===== src/hdl/wsenc_pkg.sv =====
// wsenc_pkg: shared types and constants for the masked frame encoder
// used by the front end, the job queue, the serializer and the top level
`timescale 1ns / 1ps

package wsenc_pkg;

   // field widths fixed by the frame format
   localparam int LEN_W  = 63;
   localparam int KEY_W  = 32;
   localparam int BYTE_W = 8;

   // header constants
   localparam logic [7:0]       MASK_BIT      = 8'h80;
   localparam logic [LEN_W-1:0] LEN_SHORT_MAX = 63'd125;
   localparam logic [LEN_W-1:0] LEN_MID_MAX   = 63'd65535;
   localparam logic [6:0]       LEN_MARK16    = 7'd126;
   localparam logic [6:0]       LEN_MARK64    = 7'd127;

   // input modes
   localparam logic MODE_START = 1'b0;
   localparam logic MODE_DATA  = 1'b1;

   // job kinds
   localparam logic JOB_HEADER = 1'b0;
   localparam logic JOB_DATA   = 1'b1;

   // length encodings
   localparam logic [1:0] CLASS_SHORT = 2'd0;
   localparam logic [1:0] CLASS_MID   = 2'd1;
   localparam logic [1:0] CLASS_LONG  = 2'd2;

   // last byte index of a header for each length encoding
   localparam logic [3:0] LAST_SHORT = 4'd5;
   localparam logic [3:0] LAST_MID   = 4'd7;
   localparam logic [3:0] LAST_LONG  = 4'd13;

   // one job handed from the front end to the serializer
   typedef struct packed {
      logic              kind;       // header or masked data word
      logic [1:0]        len_class;  // header length encoding
      logic [7:0]        first_byte; // header byte 0, or the masked data word
      logic              frame_end;  // data: frame ends here; header: empty frame
      logic [LEN_W-1:0]  length;
      logic [KEY_W-1:0]  key;
   } job_type;

   // pick key byte idx, bits 31:24 first
   function automatic logic [7:0] key_byte(input logic [KEY_W-1:0] key,
                                           input logic [1:0] idx);
      logic [7:0] b;
      case (idx)
         2'd0:    b = key[31:24];
         2'd1:    b = key[23:16];
         2'd2:    b = key[15:8];
         default: b = key[7:0];
      endcase
      return b;
   endfunction

endpackage


===== src/hdl/websocket_masked_frame_encoder.sv =====
// Masked client frame encoder. A frame-start word (mode 0) produces the
// header: 6 wire words for payloads up to 125, 8 up to 65535 and 14 beyond,
// the four key words coming last; each payload word (mode 1) of an open frame
// produces one masked wire word, and payload words with no open frame produce
// nothing. The front end takes one input word per cycle while the job queue
// (QUEUE_DEPTH entries, at least 2) has room; the serializer sends one wire
// word per cycle while the output is ready, so payload streams at one word per
// cycle when nothing stalls, and the queue absorbs the longer headers. An
// accepted word passes through the queue, the job and the output registers.
// depends on wsenc_pkg, wsenc_front, wsenc_queue and wsenc_back
`timescale 1ns / 1ps

module websocket_masked_frame_encoder #(
   parameter int QUEUE_DEPTH = 4
) (
   input  logic                         clock,
   input  logic                         reset,
   input  logic                         req_valid,
   output logic                         req_ready,
   input  logic                         req_mode,
   input  logic                         req_fin,
   input  logic [3:0]                   req_opcode,
   input  logic [wsenc_pkg::LEN_W-1:0]  req_payload_length,
   input  logic [wsenc_pkg::KEY_W-1:0]  req_mask_key,
   input  logic [wsenc_pkg::BYTE_W-1:0] req_data_byte,
   output logic                         rsp_valid,
   input  logic                         rsp_ready,
   output logic [wsenc_pkg::BYTE_W-1:0] rsp_out_byte,
   output logic                         rsp_last,
   output logic                         rsp_frame_end
);

   logic               push;
   wsenc_pkg::job_type push_job;
   logic               queue_full;
   logic               pop;
   logic               head_valid;
   wsenc_pkg::job_type head_job;

   // front end: classify, track frame, mask data
   wsenc_front u_front (
      .clock              (clock),
      .reset              (reset),
      .req_valid          (req_valid),
      .req_ready          (req_ready),
      .req_mode           (req_mode),
      .req_fin            (req_fin),
      .req_opcode         (req_opcode),
      .req_payload_length (req_payload_length),
      .req_mask_key       (req_mask_key),
      .req_data_byte      (req_data_byte),
      .queue_full         (queue_full),
      .push               (push),
      .push_job           (push_job)
   );

   // job queue
   wsenc_queue #(
      .DEPTH (QUEUE_DEPTH)
   ) u_queue (
      .clock      (clock),
      .reset      (reset),
      .push       (push),
      .push_job   (push_job),
      .full       (queue_full),
      .pop        (pop),
      .head_valid (head_valid),
      .head_job   (head_job)
   );

   // serializer
   wsenc_back u_back (
      .clock         (clock),
      .reset         (reset),
      .head_valid    (head_valid),
      .head_job      (head_job),
      .pop           (pop),
      .rsp_valid     (rsp_valid),
      .rsp_ready     (rsp_ready),
      .rsp_out_byte  (rsp_out_byte),
      .rsp_last      (rsp_last),
      .rsp_frame_end (rsp_frame_end)
   );

endmodule


===== src/hdl/wsenc_front.sv =====
// wsenc_front: accepts input words, tracks the open frame and masks data words
// depends on wsenc_pkg; pushes jobs into wsenc_queue
`timescale 1ns / 1ps

module wsenc_front (
   input  logic                              clock,
   input  logic                              reset,
   input  logic                              req_valid,
   output logic                              req_ready,
   input  logic                              req_mode,
   input  logic                              req_fin,
   input  logic [3:0]                        req_opcode,
   input  logic [wsenc_pkg::LEN_W-1:0]       req_payload_length,
   input  logic [wsenc_pkg::KEY_W-1:0]       req_mask_key,
   input  logic [wsenc_pkg::BYTE_W-1:0]      req_data_byte,
   input  logic                              queue_full,
   output logic                              push,
   output wsenc_pkg::job_type                push_job
);

   logic [wsenc_pkg::KEY_W-1:0] key_ff, key_in;
   logic [1:0]                  key_index_ff, key_index_in;
   logic [wsenc_pkg::LEN_W-1:0] bytes_left_ff, bytes_left_in;
   logic                        frame_open_ff, frame_open_in;

   logic accept;
   logic data_end;
   logic start_empty;

   assign req_ready = !queue_full;
   assign accept    = req_valid && req_ready;

   // classify the word and build its job
   always_comb begin
      start_empty = (req_payload_length == '0);
      data_end    = (bytes_left_ff <= wsenc_pkg::LEN_W'(1));

      push_job.kind       = wsenc_pkg::JOB_HEADER;
      push_job.len_class  = wsenc_pkg::CLASS_LONG;
      push_job.first_byte = {req_fin, 3'b000, req_opcode};
      push_job.frame_end  = start_empty;
      push_job.length     = req_payload_length;
      push_job.key        = req_mask_key;
      if (req_payload_length <= wsenc_pkg::LEN_SHORT_MAX) begin
         push_job.len_class = wsenc_pkg::CLASS_SHORT;
      end else if (req_payload_length <= wsenc_pkg::LEN_MID_MAX) begin
         push_job.len_class = wsenc_pkg::CLASS_MID;
      end
      if (req_mode == wsenc_pkg::MODE_DATA) begin
         push_job.kind       = wsenc_pkg::JOB_DATA;
         push_job.first_byte = req_data_byte ^ wsenc_pkg::key_byte(key_ff, key_index_ff);
         push_job.frame_end  = data_end;
      end

      push = accept && ((req_mode == wsenc_pkg::MODE_START) || frame_open_ff);
   end

   // frame state update
   always_comb begin
      key_in        = key_ff;
      key_index_in  = key_index_ff;
      bytes_left_in = bytes_left_ff;
      frame_open_in = frame_open_ff;
      if (accept && req_mode == wsenc_pkg::MODE_START) begin
         key_in        = req_mask_key;
         key_index_in  = 2'd0;
         bytes_left_in = req_payload_length;
         frame_open_in = !start_empty;
      end else if (accept && frame_open_ff) begin
         key_index_in  = key_index_ff + 2'd1;
         bytes_left_in = data_end ? '0 : bytes_left_ff - wsenc_pkg::LEN_W'(1);
         frame_open_in = !data_end;
      end
   end

   always_ff @(posedge clock) begin
      if (reset) begin
         key_ff        <= '0;
         key_index_ff  <= '0;
         bytes_left_ff <= '0;
         frame_open_ff <= 1'b0;
      end else begin
         key_ff        <= key_in;
         key_index_ff  <= key_index_in;
         bytes_left_ff <= bytes_left_in;
         frame_open_ff <= frame_open_in;
      end
   end

endmodule


===== src/hdl/wsenc_queue.sv =====
// wsenc_queue: small job queue between the front end and the serializer
// depends on wsenc_pkg for the job type; DEPTH must be at least 2
`timescale 1ns / 1ps

module wsenc_queue #(
   parameter int DEPTH = 4
) (
   input  logic               clock,
   input  logic               reset,
   input  logic               push,
   input  wsenc_pkg::job_type push_job,
   output logic               full,
   input  logic               pop,
   output logic               head_valid,
   output wsenc_pkg::job_type head_job
);

   localparam int PTR_W = $clog2(DEPTH);
   localparam int CNT_W = $clog2(DEPTH + 1);

   wsenc_pkg::job_type slot_ff [DEPTH];
   logic [PTR_W-1:0] wr_ptr_ff, wr_ptr_in;
   logic [PTR_W-1:0] rd_ptr_ff, rd_ptr_in;
   logic [CNT_W-1:0] count_ff, count_in;
   logic             do_push;
   logic             do_pop;

   assign full       = (count_ff == CNT_W'(DEPTH));
   assign head_valid = (count_ff != '0);
   assign head_job   = slot_ff[rd_ptr_ff];
   assign do_push    = push && !full;
   assign do_pop     = pop && head_valid;

   // pointer and fill count
   always_comb begin
      wr_ptr_in = wr_ptr_ff;
      rd_ptr_in = rd_ptr_ff;
      count_in  = count_ff;
      if (do_push) begin
         wr_ptr_in = (wr_ptr_ff == PTR_W'(DEPTH - 1)) ? '0 : wr_ptr_ff + PTR_W'(1);
      end
      if (do_pop) begin
         rd_ptr_in = (rd_ptr_ff == PTR_W'(DEPTH - 1)) ? '0 : rd_ptr_ff + PTR_W'(1);
      end
      if (do_push && !do_pop) begin
         count_in = count_ff + CNT_W'(1);
      end else if (do_pop && !do_push) begin
         count_in = count_ff - CNT_W'(1);
      end
   end

   always_ff @(posedge clock) begin
      if (reset) begin
         wr_ptr_ff <= '0;
         rd_ptr_ff <= '0;
         count_ff  <= '0;
      end else begin
         wr_ptr_ff <= wr_ptr_in;
         rd_ptr_ff <= rd_ptr_in;
         count_ff  <= count_in;
      end
   end

   // storage, no reset
   always_ff @(posedge clock) begin
      if (do_push) begin
         slot_ff[wr_ptr_ff] <= push_job;
      end
   end

endmodule


===== src/hdl/wsenc_back.sv =====
// wsenc_back: serializes jobs into wire words behind an output register
// depends on wsenc_pkg; takes jobs from wsenc_queue
`timescale 1ns / 1ps

module wsenc_back (
   input  logic                         clock,
   input  logic                         reset,
   input  logic                         head_valid,
   input  wsenc_pkg::job_type           head_job,
   output logic                         pop,
   output logic                         rsp_valid,
   input  logic                         rsp_ready,
   output logic [wsenc_pkg::BYTE_W-1:0] rsp_out_byte,
   output logic                         rsp_last,
   output logic                         rsp_frame_end
);

   wsenc_pkg::job_type job_ff, job_in;
   logic       job_valid_ff, job_valid_in;
   logic [3:0] idx_ff, idx_in;

   logic       rsp_valid_ff, rsp_valid_in;
   logic [7:0] rsp_byte_ff, rsp_byte_in;
   logic       rsp_last_ff, rsp_last_in;
   logic       rsp_end_ff, rsp_end_in;

   logic [3:0]  last_idx;
   logic [3:0]  key_start;
   logic [3:0]  key_off;
   logic        is_last;
   logic        advance;
   logic [7:0]  cur_byte;
   logic [63:0] len64;

   // pick the current wire word
   always_comb begin
      len64 = {1'b0, job_ff.length};
      case (job_ff.len_class)
         wsenc_pkg::CLASS_SHORT: last_idx = wsenc_pkg::LAST_SHORT;
         wsenc_pkg::CLASS_MID:   last_idx = wsenc_pkg::LAST_MID;
         default:                last_idx = wsenc_pkg::LAST_LONG;
      endcase
      key_start = last_idx - 4'd3;
      key_off   = idx_ff - key_start;
      is_last   = (job_ff.kind == wsenc_pkg::JOB_DATA) || (idx_ff == last_idx);

      cur_byte = job_ff.first_byte;
      if (job_ff.kind == wsenc_pkg::JOB_HEADER) begin
         if (idx_ff >= key_start) begin
            cur_byte = wsenc_pkg::key_byte(job_ff.key, key_off[1:0]);
         end else if (idx_ff == 4'd1) begin
            case (job_ff.len_class)
               wsenc_pkg::CLASS_SHORT: cur_byte = wsenc_pkg::MASK_BIT | {1'b0, len64[6:0]};
               wsenc_pkg::CLASS_MID:   cur_byte = wsenc_pkg::MASK_BIT | {1'b0, wsenc_pkg::LEN_MARK16};
               default:                cur_byte = wsenc_pkg::MASK_BIT | {1'b0, wsenc_pkg::LEN_MARK64};
            endcase
         end else if (idx_ff != 4'd0) begin
            if (job_ff.len_class == wsenc_pkg::CLASS_MID) begin
               cur_byte = (idx_ff == 4'd2) ? len64[15:8] : len64[7:0];
            end else begin
               case (idx_ff)
                  4'd2:    cur_byte = len64[63:56];
                  4'd3:    cur_byte = len64[55:48];
                  4'd4:    cur_byte = len64[47:40];
                  4'd5:    cur_byte = len64[39:32];
                  4'd6:    cur_byte = len64[31:24];
                  4'd7:    cur_byte = len64[23:16];
                  4'd8:    cur_byte = len64[15:8];
                  default: cur_byte = len64[7:0];
               endcase
            end
         end
      end
   end

   // job sequencing and output register
   always_comb begin
      advance = job_valid_ff && (!rsp_valid_ff || rsp_ready);
      pop     = head_valid && (!job_valid_ff || (advance && is_last));

      job_in       = job_ff;
      job_valid_in = job_valid_ff;
      idx_in       = idx_ff;
      if (pop) begin
         job_in       = head_job;
         job_valid_in = 1'b1;
         idx_in       = 4'd0;
      end else if (advance && is_last) begin
         job_valid_in = 1'b0;
      end else if (advance) begin
         idx_in = idx_ff + 4'd1;
      end

      rsp_valid_in = rsp_valid_ff;
      rsp_byte_in  = rsp_byte_ff;
      rsp_last_in  = rsp_last_ff;
      rsp_end_in   = rsp_end_ff;
      if (advance) begin
         rsp_valid_in = 1'b1;
         rsp_byte_in  = cur_byte;
         rsp_last_in  = is_last;
         rsp_end_in   = is_last && job_ff.frame_end;
      end else if (rsp_ready) begin
         rsp_valid_in = 1'b0;
      end
   end

   always_ff @(posedge clock) begin
      if (reset) begin
         job_valid_ff <= 1'b0;
         idx_ff       <= '0;
         rsp_valid_ff <= 1'b0;
      end else begin
         job_valid_ff <= job_valid_in;
         idx_ff       <= idx_in;
         rsp_valid_ff <= rsp_valid_in;
      end
   end

   // payload registers, no reset
   always_ff @(posedge clock) begin
      job_ff      <= job_in;
      rsp_byte_ff <= rsp_byte_in;
      rsp_last_ff <= rsp_last_in;
      rsp_end_ff  <= rsp_end_in;
   end

   assign rsp_valid     = rsp_valid_ff;
   assign rsp_out_byte  = rsp_byte_ff;
   assign rsp_last      = rsp_last_ff;
   assign rsp_frame_end = rsp_end_ff;

endmodule


===== config.mk =====
export PLATFORM = sky130hd
export DESIGN_NAME = websocket_masked_frame_encoder
export DESIGN_NICKNAME = d
export VERILOG_FILES = /design/src/hdl/wsenc_pkg.sv /design/src/hdl/websocket_masked_frame_encoder.sv /design/src/hdl/wsenc_front.sv /design/src/hdl/wsenc_queue.sv /design/src/hdl/wsenc_back.sv
export SDC_FILE = /design/constraint.sdc
export NUM_CORES = 1
export LEC_CHECK = 0
export CAP_MARGIN = 40
export CORE_AREA = 8 8 226 228
export DETAILED_ROUTE_END_ITERATION = 8
export DIE_AREA = 0 0 234 236
export DONT_BUFFER_PORTS = 1
export MAX_ROUTING_LAYER = met4
export PLACE_DENSITY_LB_ADDON = 0.12
export SETUP_SLACK_MARGIN = 0.5
export SLEW_MARGIN = 0
export SYNTH_ARGS = -nofsm -noshare
export SYNTH_HDL_FRONTEND = slang
export SYNTH_SLANG_ARGS = --single-unit

===== constraint.sdc =====
create_clock -name clock -period 6.2 [get_ports clock]
set_clock_uncertainty 0.15 [all_clocks]
set_input_delay 0.31 -clock clock [delete_from_list [all_inputs] [get_ports clock]]
set_output_delay 0.31 -clock clock [all_outputs]
set_load 0.01 [all_outputs]

==> Word level (Yosys, flattened, before mapping) <==
Memories as Yosys holds them, arrays and structs flattened. A register that Yosys moved wholly into a read port is not among the register bits.
Cells that the tools add are included.
{ "word_totals": {"output_inout_bits": 12, "regBits": 121, "inputBits": 113, "n_memories": 1, "mem_bits_rw": 428, "word_cells": 114} }
{ "classes": {"reduce_logical": 36, "add_sub_neg": 9, "mux": 31, "magnitude_cmp": 4, "eq_ne": 17, "n_bitwise": 3} }
{ "mem_list": {"columns": ["name", "words", "width", "read_ports", "rd_ports_with_merged_regs", "wr", "line", "rtl"], "rows": [
  ["u_queue.slot_ff", 4, 107, 1, 1, 1, "wsenc_queue.sv:21", "wsenc_pkg::job_type slot_ff [DEPTH];"]
]} }
{ "ops": {"columns": ["operator", "count"], "rows": [
  ["$mux W63", 3],
  ["$le A63 B1 Y1 const B", 1],
  ["$le A63 B16 Y1 const B", 1],
  ["$le A63 B7 Y1 const B", 1],
  ["$logic_not A63 Y1", 1],
  ["$sub A63 B1 Y63 const B", 1],
  ["$mux W8", 7],
  ["$pmux W8 S7", 1],
  ["$pmux W8 S3", 2],
  ["$eq A4 B3 Y1 const B", 4],
  ["$pmux W7 S2", 1],
  ["$logic_and A1 B1 Y1", 12],
  ["$mux W1", 9],
  ["$mux W9", 1],
  ["$eq A2 B2 Y1 const B", 4],
  ["$eq A4 B2 Y1 const B", 2],
  ["$mux W2", 4],
  ["$pmux W4 S2", 1],
  ["$reduce_bool A2 Y1", 4],
  ["$xor A8 B8 Y8", 1],
  ["$logic_not A1 Y1", 7],
  ["$add A2 B1 Y2 const B", 3],
  ["$eq A2 B1 Y1 const B", 3],
  ["$logic_not A2 Y1", 3],
  ["other kinds (17)", 23]
]} }

==> Logic depth before layout (Yosys ltp) <==
{ "depth": {"ltp_word": 11, "ltp_mapped": 15, "mapped_depth_nobuf": 14} }

==> Cells and area by module <==
A second synthesis with hierarchy kept.
{ "hier_totals": {"cells_unflattened": 1834, "area_unflattened_um2": 27610.2} }
{ "modules_own_cells": {"columns": ["module", "cells_each", "seq_area_each_um2", "area_each_um2", "instances"], "rows": [
  ["wsenc_queue", 609, 13032.5, 15887.7, 1],
  ["wsenc_front", 872, 1961.9, 6511.2, 1],
  ["wsenc_back", 353, 3633.5, 5211.2, 1]
]} }

==> Worst setup path after synthesis <==
No wires, ideal clock.
{ "synth_path": {"path_type": "flip-flop to flip-flop", "startpoint": "register, netlist name u_back.job_ff[105]", "endpoint": "register u_queue.count_ff[2]", "setup_slack_ns": 0.200, "stages_incl_launch_ff": 16, "t_arrival_ns": 5.780, "cell_sequence": "edfxtp_1 nor2b_1 inv_1 ha_1 clkbuf_1 inv_1 a41oi_1 o21ai_0 o31a_1 inv_1 ha_1 inv_1 fa_1 xor2_1 or3_1 a21oi_1"} }
{ "synth_between": {"elab_chain_len": 11, "elab_cells_between_ends": 14, "cone_classes": "eq/ne: 2; mux: 2; reduce/logical: 10"} }
{ "synth_rtl": {"columns": ["element", "line", "rtl"], "rows": [
  ["$eq A2 B1 Y1 or $logic_not A2 Y1 (tied branches)", "wsenc_back.sv:38", "case (job_ff.len_class)"],
  ["$pmux W4 S2 *", "wsenc_back.sv:38", null],
  ["$eq A4 B4 Y1 *", "wsenc_back.sv:45", "is_last = (job_ff.kind == wsenc_pkg::JOB_DATA) || (idx_ff == last_idx);"],
  ["$logic_or A1 B1 Y1 *", "wsenc_back.sv:45", null],
  ["$logic_and A1 B1 Y1 *", "wsenc_back.sv:79", "pop = head_valid && (!job_valid_ff || (advance && is_last));"],
  ["$logic_or A1 B1 Y1 *", "wsenc_back.sv:79", null],
  ["$logic_and A1 B1 Y1 *", "wsenc_back.sv:79", null],
  ["named net pop", "websocket_masked_frame_encoder.sv:36", "logic pop;"],
  ["$logic_and A1 B1 Y1 *", "wsenc_queue.sv:32", "assign do_pop = pop && head_valid;"],
  ["$logic_not A1 Y1", "wsenc_queue.sv:45", "if (do_push && !do_pop) begin"],
  ["$logic_and A1 B1 Y1", "wsenc_queue.sv:45", null],
  ["$mux W3 or $reduce_bool A2 Y1 (tied branches)", null, null],
  ["to (signal assigned)", "wsenc_queue.sv:60", "count_ff <= count_in;"],
  ["to (decl)", "wsenc_queue.sv:24", "logic [CNT_W-1:0] count_ff, count_in;"]
]} }
Mark *: on every way through the listed nets, which the timed path passes. The rest lies on a longest branch.
A chain may end at the register's enable or synchronous reset.

==> Worst setup path in the final report <==
{ "layout_path": {"startpoint": "register, netlist name u_back.job_ff[105]", "endpoint": "register u_queue.count_ff[2]"} }
{ "layout_between": {"elab_chain_len": 11, "elab_cells_between_ends": 14, "cone_classes": "eq/ne: 2; mux: 2; reduce/logical: 10"} }
{ "layout_rtl": {"columns": ["element", "line"], "rows": [
  ["$eq A2 B1 Y1 or $logic_not A2 Y1 (tied branches)", "wsenc_back.sv:38"],
  ["$pmux W4 S2 *", "wsenc_back.sv:38"],
  ["$eq A4 B4 Y1 *", "wsenc_back.sv:45"],
  ["$logic_or A1 B1 Y1 *", "wsenc_back.sv:45"],
  ["$logic_and A1 B1 Y1 *", "wsenc_back.sv:79"],
  ["$logic_or A1 B1 Y1 *", "wsenc_back.sv:79"],
  ["$logic_and A1 B1 Y1 *", "wsenc_back.sv:79"],
  ["named net pop", "websocket_masked_frame_encoder.sv:36"],
  ["$logic_and A1 B1 Y1 *", "wsenc_queue.sv:32"],
  ["$logic_not A1 Y1", "wsenc_queue.sv:45"],
  ["$logic_and A1 B1 Y1", "wsenc_queue.sv:45"],
  ["$mux W3 or $reduce_bool A2 Y1 (tied branches)", null]
]} }
Marked as above.

==> impl_metrics.py <==
metrics = {
    "clock_tree": {
        "cts_resized": 0,
        "clockRootBuffer": "clkbuf_16",
        "clk_pin_slew_ps": 60,
        "cts_sinks": 656,
        "insertion_delay_ps": 580,
        "htreeDepth": 3,
        "cts_tree": "done",
        "numCtsBuffers": 68,
        "clock_path_buffers": 3,
    },
    "route": {
        "dr.pass1.iters": 7,
        "finalWirelength_um": 70100,
        "drt_iter0_drc": 1997,
        "drc": 0,
        "vias": 16285,
        "via_per_inst": 6.561,
        "ant_nets": 0,
        "routedWlPerCell_um": 28.24,
    },
    "logic_synthesis": {
        "ys_ff_latch": 656,
        "synth.cell_area_mm2": 0.02678,
        "syn_avg_cell_area_um2": 15.61,
        "synth_ff_type": "edfxtp_1",
        "yosysSeqAreaShare_pct": 69.41,
        "syn_inst": 1715,
        "synth_fa_ha_area_share_pct": 0.9625,
        "synth_cell_types": 69,
        "syn_nets": 1848,
        "synth_top_family_by_area": "multiplexers",
        "muxShareOfSynthArea_pct": 10.12,
        "synth_edf_count": 545,
        "synth-xor-area-share_pct": 1.107,
        "synthArstFlopShare_pct": 0,
        "ys_warn_count": 0,
        "synthSimpleGateAreaFrac_pct": 7.831,
        "synth_compound_area_share_pct": 8.565,
    },
    "status": {
        "status": "finished clean",
    },
    "grt": {
        "antenna_found_initial": 7,
        "overflow": 0,
        "grt_pass1_wl_um": 102800,
        "use_met1_pct": 39.19,
        "use_met2_pct": 36.54,
        "grtUsageTotal_pct": 25.98,
        "use_met3_pct": 5.702,
        "grt_max_degree": 111,
        "top_usage_layer": "met1",
        "grt_pass1_vias": 15393,
    },
    "power_and_ir_drop": {
        "p_int_w": 0.009145,
        "power_frac_clock_pct": 29.8,
        "p_leak_nw": 9.813,
        "p_seq_share_pct": 48.0,
        "peakVddDrop_v": 0.0002808,
        "p_comb_share_pct": 22.2,
        "p_switching_w": 0.003642,
        "power.density_mw_per_mm2": 416.6,
        "netSwitchingFraction_pct": 28.48,
    },
    "floorplanning": {
        "dieWidth_um": 234,
        "num_rows": 80,
        "start_util_pct": 56.56,
        "core_area_mm2": 0.04735,
        "die_h_um": 236,
        "dieArea_mm2": 0.05522,
        "io_pins": 125,
    },
    "timing": {
        "fin_crit_sh_pct": 75.13,
        "slew_headroom_pct": 42.39,
        "setup_viol": 0,
        "post-route-min-period_ps": 4658,
        "slew_viol_final": 0,
        "fin_tns_setup_ps": 0,
        "worst_slew_pin_slew_ps": 861.3,
        "fmax_ghz": 0.2147,
        "hold_viol_final": 0,
        "rsz0062_at_grt": "no",
    },
    "finish": {
        "mostFrequentLayoutCells": "545 x edfxtp_1, 121 x a21oi_1, 115 x mux4_2, 109 x dlygate4sd3_1, 109 x dfxtp_1",
        "layout-drive-gt1-share_pct": 14.39,
        "syn_to_final_growth_pct": 14.64,
        "final_common_cell": "edfxtp_1",
        "postLayoutCoreUtil_pct": 64.84,
        "nets": 1941,
    },
    "worst_setup_path": {
        "crit_path_cell_trace": "nor2b_1, inv_1, ha_1, inv_1, a41oi_1, o21ai_0, o31a_4, inv_1, ha_1, inv_1, fa_1, xor2_1, or3_1, a21oi_1",
        "required_ps": 6550,
        "path_class": "flop to flop",
        "start_kind": "flop",
        "end_kind": "flop",
        "r2r_cells": 14,
        "crit_path_top_delay_cell": "ha_1",
        "cpPeakStageDelay_ps": 780,
        "cp_max_fo": 42,
        "cpMostUsedCell": "inv_1",
        "cp_data_arrival_time_ps": 5010,
    },
    "job": {
        "maxCapViolCount": 0,
    },
    "worst_hold_path": {
        "hp-class": "input pin to flop",
        "hold_depth": 2,
    },
    "place": {
        "port_buffers": 0,
        "dp_hpwl_um": 42180,
        "gp_congestion": 0.8885,
    },
}
[synth_stat cells (3+ instances only)]
library cell | count | area, um^2
a31oi_1 | 14 | 87.58
a222oi_1 | 11 | 110.1
a311oi_1 | 14 | 122.6
nor2_1 | 65 | 244.0
a221oi_1 | 3 | 26.28
and3_1 | 7 | 43.79
o21ai_0 | 34 | 170.2
a32oi_1 | 3 | 26.28
a211oi_1 | 7 | 52.55
nand4_1 | 14 | 87.58
buf_2 | 11 | 55.05
or3_1 | 13 | 81.33
o31ai_1 | 3 | 22.52
buf_1 | 19 | 71.32
nand2_1 | 104 | 390.4
a21oi_1 | 122 | 610.6
xor2_1 | 11 | 96.34
nand2b_1 | 8 | 50.05
o31a_1 | 13 | 113.9
o211ai_1 | 20 | 150.1
nand3_1 | 40 | 200.2
nor3_1 | 20 | 100.1
nand3b_1 | 7 | 52.55
nor4b_1 | 4 | 35.03
dfxtp_1 | 111 | 2222
and4_1 | 3 | 26.28
a22o_1 | 10 | 87.58
a22oi_1 | 57 | 427.9
or2_2 | 6 | 37.54
edfxtp_1 | 545 | 16370
a211o_1 | 8 | 70.07
inv_1 | 19 | 71.32
nor2b_1 | 20 | 125.1
o22ai_1 | 7 | 43.79
mux4_2 | 115 | 2590
mux2i_1 | 12 | 120.1
and2_1 | 19 | 118.9
ha_1 | 19 | 237.7
clkbuf_1 | 83 | 311.6
or3b_2 | 3 | 26.28
xnor2_1 | 21 | 183.9
nor4_1 | 40 | 250.2
or4_1 | 14 | 105.1
[power by group through the flow]
stage / Combinational [W] / Clock (W) / Sequential, W
floorplan: 0.00204 / 0 / 0.00599
global placement: 0.00258 / 0 / 0.00626
detailed placement: 0.00272 / 0 / 0.00622
CTS: 0.00286 / 0.00386 / 0.00614
global route: 0.00305 / 0.00402 / 0.00620
finish: 0.00284 / 0.00381 / 0.00613
[sequential cells by signal (all words and copies together), names as in the netlist]
register               count
u_queue.count_ff           3
u_front.bytes_left_ff     63
u_front.key_index_ff       2
u_queue.rd_ptr_ff          2
u_back.rsp_out_byte        8
u_back.rsp_last            1
u_back.rsp_valid           1
u_back.rsp_frame_end       1
u_queue.wr_ptr_ff          2
u_back.idx_ff              4
u_queue.slot_ff          428
u_back.job_ff            107
u_front.key_ff            32
u_back.job_valid_ff        1
u_front.frame_open_ff      1
[logic make-up (layout without fill, tap and decap cells)]
logic type               after synthesis  in the layout
AO/OA/AOI/OAI                        346            346
XOR/XNOR                              33             33
adder cells (fa/ha/maj)               20             20
buffers and inverters                135            276
flip-flops                           656            656
multiplexers                         127            127
other                                  0             11
AND/OR/NAND/NOR                      398            398
[metal layers]
metal,vias to the layer above,routed length (um)
li1,7071,-
met1,8328,30790
met2,786,31100
met3,100,7089
met4,0,1128
met5,-,0
[final cells by class]
cell class                 instances  area, um^2
antenna                           11       27.53
clock buffer                      90        1836
clock inverter                    28       224.0
fill                            3337       16650
inverter                          19       71.32
multi-input combinational        924        7701
sequential                       656       18600
tap                              615       769.5
timing repair buffer             139        1474
[final timing paths]
check                                   startpoint                  endpoint  slack [ps]
worst max-delay path            u_back.job_ff[105]       u_queue.count_ff[2]        1540
worst min-delay path                         reset  u_front.bytes_left_ff[4]           5
worst max register to register  u_back.job_ff[105]       u_queue.count_ff[2]        1540
worst min register to register  u_front.key_ff[11]        u_front.key_ff[11]         310
[repair_timing]
| action | 4_1_cts | 5_1_grt |
|---|---|---|
| buffers inserted | 0 | 0 |
| endpoints found under the hold margin | 531 | 0 |
| hold buffers | 110 | 0 |
[critical path, delay by kind of cell, from the launching register on]
family          cells  cell delay (ps)
fa+ha+maj           3             1350
simple gates        2              950
compound gates      4              930
buf+inv             4              600
flops               1              420
xor+xnor            1              180
[metrics by stage]
| stage | setup WS [ps] | power, W | cell area, um^2 | hold slack [ps] | std cells |
|---|---|---|---|---|---|
| finish | 1542 | 0.01279 | 30700 | 4.600 | 2482 |
| global route | 1084 | 0.01328 | 30690 | 12.56 | 2478 |
| CTS | 1532 | 0.01286 | 30670 | 2.821 | 2471 |
| detailed placement | 1561 | 0.008933 | 27490 | 244.6 | 2243 |
| global placement | 1671 | 0.008832 | 27310 | 240.4 | 2235 |
| floorplan | 1533 | 0.008022 | 26780 | 258.9 | 1715 |
Power figures use the tool's default switching activity.
